`config.mk`:
```
export PLATFORM = sky130hd
export DESIGN_NAME = fbsn_ctrl
export DESIGN_NICKNAME = d
export VERILOG_FILES = /design/src/design/fbsn_pkg.sv /design/src/design/fbsn_ctrl.sv
export SDC_FILE = /design/constraint.sdc
export NUM_CORES = 1
export LEC_CHECK = 0
export ABC_CLOCK_PERIOD_IN_PS = 1350
export BUFFER_PORTS_ARGS = -buffer_cell sky130_fd_sc_hd__buf_4
export CELL_PAD_IN_SITES_DETAIL_PLACEMENT = 1
export CELL_PAD_IN_SITES_GLOBAL_PLACEMENT = 1
export CORE_AREA = 4 4 41 43
export DETAILED_ROUTE_END_ITERATION = 10
export DIE_AREA = 0 0 45 47
export PLACE_DENSITY_LB_ADDON = 0.1
export SETUP_SLACK_MARGIN = 0.15
export SLEW_MARGIN = 10
export SYNTH_ARGS = -nofsm -noshare
export SYNTH_HDL_FRONTEND = slang
export SYNTH_SLANG_ARGS = --single-unit
```
`constraint.sdc`:
```
create_clock -name clk -period 1.35 [get_ports clk]
set_input_delay 0.2025 -clock clk [delete_from_list [all_inputs] [get_ports clk]]
set_output_delay 0.2025 -clock clk [all_outputs]
set_load 0.02 [all_outputs]
```
`src/design/fbsn_pkg.sv`:
```
// fbsn_pkg: shared types and constants for the background subtract / normalize unit
// used by fbsn_ctrl, fbsn_dp and the top level
`timescale 1ns / 1ps
package fbsn_pkg;

  localparam int unsigned SUM_W  = 24;
  localparam int unsigned DIFF_W = 25;
  localparam int unsigned PIX_W  = 16;
  localparam int unsigned PROD_W = PIX_W + DIFF_W;
  localparam logic [SUM_W-1:0] SUM_MAX = {SUM_W{1'b1}};

  localparam logic [1:0] CMD_BACKGROUND = 2'd0;
  localparam logic [1:0] CMD_FRAME      = 2'd1;
  localparam logic [1:0] CMD_EMIT       = 2'd2;

  localparam logic CFG_AVG_FRAMES  = 1'b0;
  localparam logic CFG_PIXEL_COUNT = 1'b1;

  typedef enum logic [2:0] {
    ST_IDLE,
    ST_READ,
    ST_EXEC,
    ST_DIV,
    ST_OUT
  } fbsn_state_t;

  typedef struct packed {
    logic       rd;      // launch memory read
    logic       exec;    // apply command using read data
    logic       div_go;  // start the divider
    logic       out_set; // present result word
  } fbsn_cmd_t;

  typedef struct packed {
    logic emit_ok;  // frame complete: emit will produce a word
    logic div_busy;
    logic div_trivial; // emit result known without division
  } fbsn_sts_t;

endpackage

```
`src/design/fbsn_ctrl.sv`:
```
// fbsn_ctrl: per-word sequencer for the background subtract / normalize unit
// depends on fbsn_pkg
`timescale 1ns / 1ps
module fbsn_ctrl
  import fbsn_pkg::*;
(
  input  logic        clk,
  input  logic        rst_n,
  input  logic        in_valid,
  output logic        in_stall,
  input  logic [1:0]  cmd,
  input  logic        out_busy,
  input  fbsn_sts_t   sts,
  output fbsn_cmd_t   ctl
);

  fbsn_state_t state_r, state_nxt;
  logic [1:0]  cmd_r, cmd_nxt;

  always_ff @(posedge clk) begin
    if (!rst_n) begin
      state_r <= ST_IDLE;
      cmd_r   <= CMD_BACKGROUND;
    end else begin
      state_r <= state_nxt;
      cmd_r   <= cmd_nxt;
    end
  end

  always_comb begin
    state_nxt = state_r;
    cmd_nxt   = cmd_r;
    ctl       = '0;
    in_stall  = 1'b1;
    case (state_r)
      ST_IDLE: begin
        in_stall = 1'b0;
        if (in_valid) begin
          ctl.rd    = 1'b1;
          cmd_nxt   = cmd;
          state_nxt = ST_READ;
        end
      end
      ST_READ: begin
        if (cmd_r == CMD_EMIT) begin
          if (!sts.emit_ok) begin
            state_nxt = ST_IDLE;
          end else if (sts.div_trivial) begin
            state_nxt = ST_OUT;
          end else begin
            ctl.div_go = 1'b1;
            state_nxt  = ST_DIV;
          end
        end else begin
          state_nxt = ST_EXEC;
        end
      end
      ST_EXEC: begin
        ctl.exec  = 1'b1;
        state_nxt = ST_IDLE;
      end
      ST_DIV: begin
        if (!sts.div_busy) state_nxt = ST_OUT;
      end
      ST_OUT: begin
        if (!out_busy) begin
          ctl.out_set = 1'b1;
          state_nxt   = ST_IDLE;
        end
      end
      default: state_nxt = ST_IDLE;
    endcase
  end

  assert property (@(posedge clk) disable iff (!rst_n)
    ctl.out_set |-> $past(state_r) == ST_DIV || $past(state_r) == ST_READ
                   || $past(state_r) == ST_OUT)
    else $error("result word without emit");
  assert property (@(posedge clk) disable iff (!rst_n)
    (state_r != ST_IDLE) |-> in_stall)
    else $error("input taken while busy");
  assert property (@(posedge clk) disable iff (!rst_n)
    ctl.div_go |=> state_r == ST_DIV)
    else $error("divider start lost");

endmodule

```
== Word level (Yosys, flattened, before mapping) ==
Cells that the tools add are included.

* Reduce and logical (&&, ||, !) cells: 3
* Mux-type cells: 17
* Equal/unequal tests: 8

{| class="wikitable"
|+ Operators by type and width
! kind !! number
|-
| 3-bit 2-to-1 mux || 6
|-
| 3-bit one-hot mux with 4 select lines || 1
|-
| 1-bit 2-to-1 mux || 10
|-
| 3-bit by 2-bit equality test with 1-bit output (second input constant) || 2
|-
| 2-bit inequality test (second input constant) || 3
|-
| 3-bit by 1-bit equality test with 1-bit output (second input constant) || 1
|-
| 3-bit equality test (second input constant) || 1
|-
| 3-bit logical NOT || 1
|-
| 3-bit AND reduction || 1
|-
| 2-bit equality test (second input constant) || 1
|-
| 2-bit AND reduction || 1
|}

* Input bits: 9
* Flip-flop bits (word level): 5

== Longest topological paths before layout ==
* Depth after elaboration: 4
* Mapped depth: 3

== Worst setup path after synthesis ==
No wires, ideal clock.

* Kind: register to output
* From: register state_r[1]
* To: output port ctl[2] (netlist bit)
* Setup slack: 157 ps
* Arrival: 991 ps
* Stages on the path, launching flop included: 2
* Path through: dfxtp_1 > nor3b_1

{| class="wikitable"
|+ RTL lines
! item !! RTL line !! RTL
|-
| start, declared || fbsn_ctrl.sv:17 || <nowiki>fbsn_state_t state_r, state_nxt;</nowiki>
|-
| start signal, assigned || fbsn_ctrl.sv:25 || <nowiki>state_r <= state_nxt;</nowiki>
|-
| end, declared || fbsn_ctrl.sv:14 || <nowiki>output fbsn_cmd_t ctl</nowiki>
|}

== Final worst setup path ==
* From: register state_r[2]
* To: output port in_stall

* Longest elaborated chain between the ends: 2

{| class="wikitable"
|+ Ends and longest elaborated chain
! item !! RTL line !! RTL
|-
| 3-bit logical NOT || fbsn_ctrl.sv:35 || <nowiki>case (state_r)</nowiki>
|-
| 1-bit 2-to-1 mux || fbsn_ctrl.sv:35 ||
|-
| end, declared || fbsn_ctrl.sv:10 || <nowiki>output logic in_stall,</nowiki>
|}

Every way passes these cells.

==> results_dict.tcl <==
set metrics [dict create \
    crit_fanout 5 \
    grt_remaining_overflow 0 \
    port_buffers 13 \
    finalHoldViolCount 0 \
    hp-class "primary input to register" \
    fillers 170 \
    htree_levels 1 \
    core_um2 1301 \
    grt_start_max_net_pins 8 \
    die_h_um 47 \
    crit_required_ns 1.15 \
    netlist_area_um2 277.8 \
    final_layout_size_suffix_gt1_frac 0.5273 \
    fmax_mhz 752.5 \
    antenna_found_initial 0 \
    finalSetupTns_ns 0 \
    synth_top_family_by_area "simple AND/OR/NAND/NOR gates" \
    dieArea_um2 2115 \
    worstPathArrival_ns 1.13 \
    rows 13 \
    syn_inst 33 \
    cp-start-kind "register" \
    worstHoldStart "cmd[0]" \
    critPathKind "register to primary output" \
    first_pass_iters 4 \
    synth_edf_count 0 \
    cts_tree "yes" \
    setup-violations-final 0 \
    num_vias 343 \
    cts_root_buf "clkbuf_4" \
    grt_first_pass_wirelength_um 1545 \
    cts-buffers-inserted 3 \
    grt_pass1_vias 354 \
    rsz0062_at_grt "true" \
    dp.final_hpwl_um 625 \
    ant_nets 0 \
    synth_seq_cells 5 \
    worstMarginPinSlew_ns 0.2276 \
    finalWeightedCongestion 0.8138 \
    grt_use_total 0.1061 \
    drc_errors 0 \
    ff2ff_setup_slack_ns 0.13 \
    r2r_start "state_r[1]$_SDFFE_PN0P_" \
    period_minus_slack_ns 1.329 \
    synthSimpleGateAreaFrac 0.4820 \
    drt_iter0_drc 10 \
    synthAdderAreaFrac 0 \
    wire_per_inst_um 13.04 \
    synth_area_per_cell_um2 8.417 \
    pre_cts_ws_ns 0.1323 \
    finalNetCount 65 \
    clock_skew_ns 0.002545 \
    leakagePower_nw 0.2125 \
    synthMuxAreaShare 0 \
    synth-compound-area-share 0.1441 \
    drt-vias-per-instance 4.900 \
    die_w_um 45 \
    syn-num-nets 42 \
    fin_total_pwr_mw 0.4449 \
    worst_slack_ns 0.02118 \
    peakVddDrop_uv 417.4 \
    cts.path.max_buffers 2 \
    drv_slew 0 \
    clk_pin_slew_worst_paths_ns 0.04 \
    fin_hold_ws_ns 0.1797 \
    synthArstFlopShare 0 \
    relSlewSlack 0.8476 \
    cts_num_sinks 5 \
    powerDensity_nw_per_um2 900.3 \
    clkLatencyLatePin_ns 0.24 \
    synth.distinct_cells 19 \
    period_share 0.9843 \
    start_util 0.2135 \
    maxCapViolations 0 \
    worstSetupStartpoint "state_r[2]$_SDFFE_PN0P_" \
    antennaDiodeCount 0 \
    synth_xor_area_frac 0 \
    synth_flop_cell "dfxtp_1" \
    area_growth_pct 77.93 \
    ys_seq_area_frac 0.3604 \
    drt_wl_total_um 913 \
    yosysWarnings 0 \
    num_io_pins 14 \
    worstSetupEndpointType "primary output" \
    outcome "finished clean" \
]
cell type report:
class                   instances  area [um2]  area share
well taps                      15       18.77     0.03797
flip-flops and latches          5       111.4      0.2253
multi-input cells              27       191.4      0.3873
clock buffers                   4       26.28     0.05316
inverters                       1       3.754    0.007595
repair buffers                 18       142.6      0.2886
final timing paths:
path,end,cells past startpoint
max,in_stall,2
min,cmd_r[0]$_SDFFE_PN0P_,3
max reg2reg,state_r[0]$_SDFFE_PN0P_,5
min reg2reg,cmd_r[1]$_SDFFE_PN0P_,2
synth_stat cells (all sizes together) (2+ instances only):
library cell	count	area (um2)
nand2	6	22.52
nor3b	2	20.02
nand3	3	15.01
o21ai	2	10.01
nor2	3	11.26
dfxtp	5	100.1
report_power, final:
part,internal [mW],switching [mW]
clock network,0.112,0.0618
registers,0.154,0.0128
logic,0.0608,0.0444
total,0.326,0.119
routing by layer:
layer | vias up | track usage | wire length (um)
li1 | 166 | - | -
met1 | 158 | 0.1144 | 392
met2 | 15 | 0.1751 | 441
met3 | 4 | 0.03831 | 58
met4 | 0 | 0.07018 | 21
met5 | - | 0 | 0
metrics by stage:
stage	util	std cells	instance area, um2
CTS	0.3654	69	475.5
global route	0.3798	70	494.2
finish	0.3798	70	494.2
global placement	0.3087	62	401.6
floorplan	-	33	277.8
detailed placement	0.3087	62	401.6
timing repair:
action | 4_1_cts | 5_1_grt
resized for setup | 9 | 3
gates cloned | 0 | 0
endpoints found under the setup margin | 6 | 6
hold buffers | 0 | 0
buffers inserted | 3 | 1
pin swaps | 3 | 3
cells in the final DEF (no fill, tap or decap), drive strengths merged:
master	synthesis	layout
nor2b	1	1
nor4b	1	1
nor3b	2	2
o21ai	2	2
a311oi	1	1
nand3	3	3
nor2	3	3
or3	1	1
dfxtp	5	5
nand4b	1	1
clkbuf	0	4
and2b	1	1
a21oi	1	1
buf	0	18
nand2	6	6
a32oi	1	1
nand4	1	1
a211oi	1	1
inv	1	1
nand2b	1	1
critical path: stages (launching register included):
cell and delay [ns]:
dfxtp_4 0.36, or3_4 0.39, buf_6 0.14
registers in the layout, summed over array words and instances, names as in the netlist:
name	count
cmd_r	2
state_r	3
logic make-up after synthesis:
| kind of cell | Yosys count |
|---|---|
| AO/OA/AOI/OAI | 6 |
| buffers and inverters | 1 |
| flip-flops | 5 |
| AND/OR/NAND/NOR | 21 |
No activity file was read; power rests on OpenSTA's default activity.
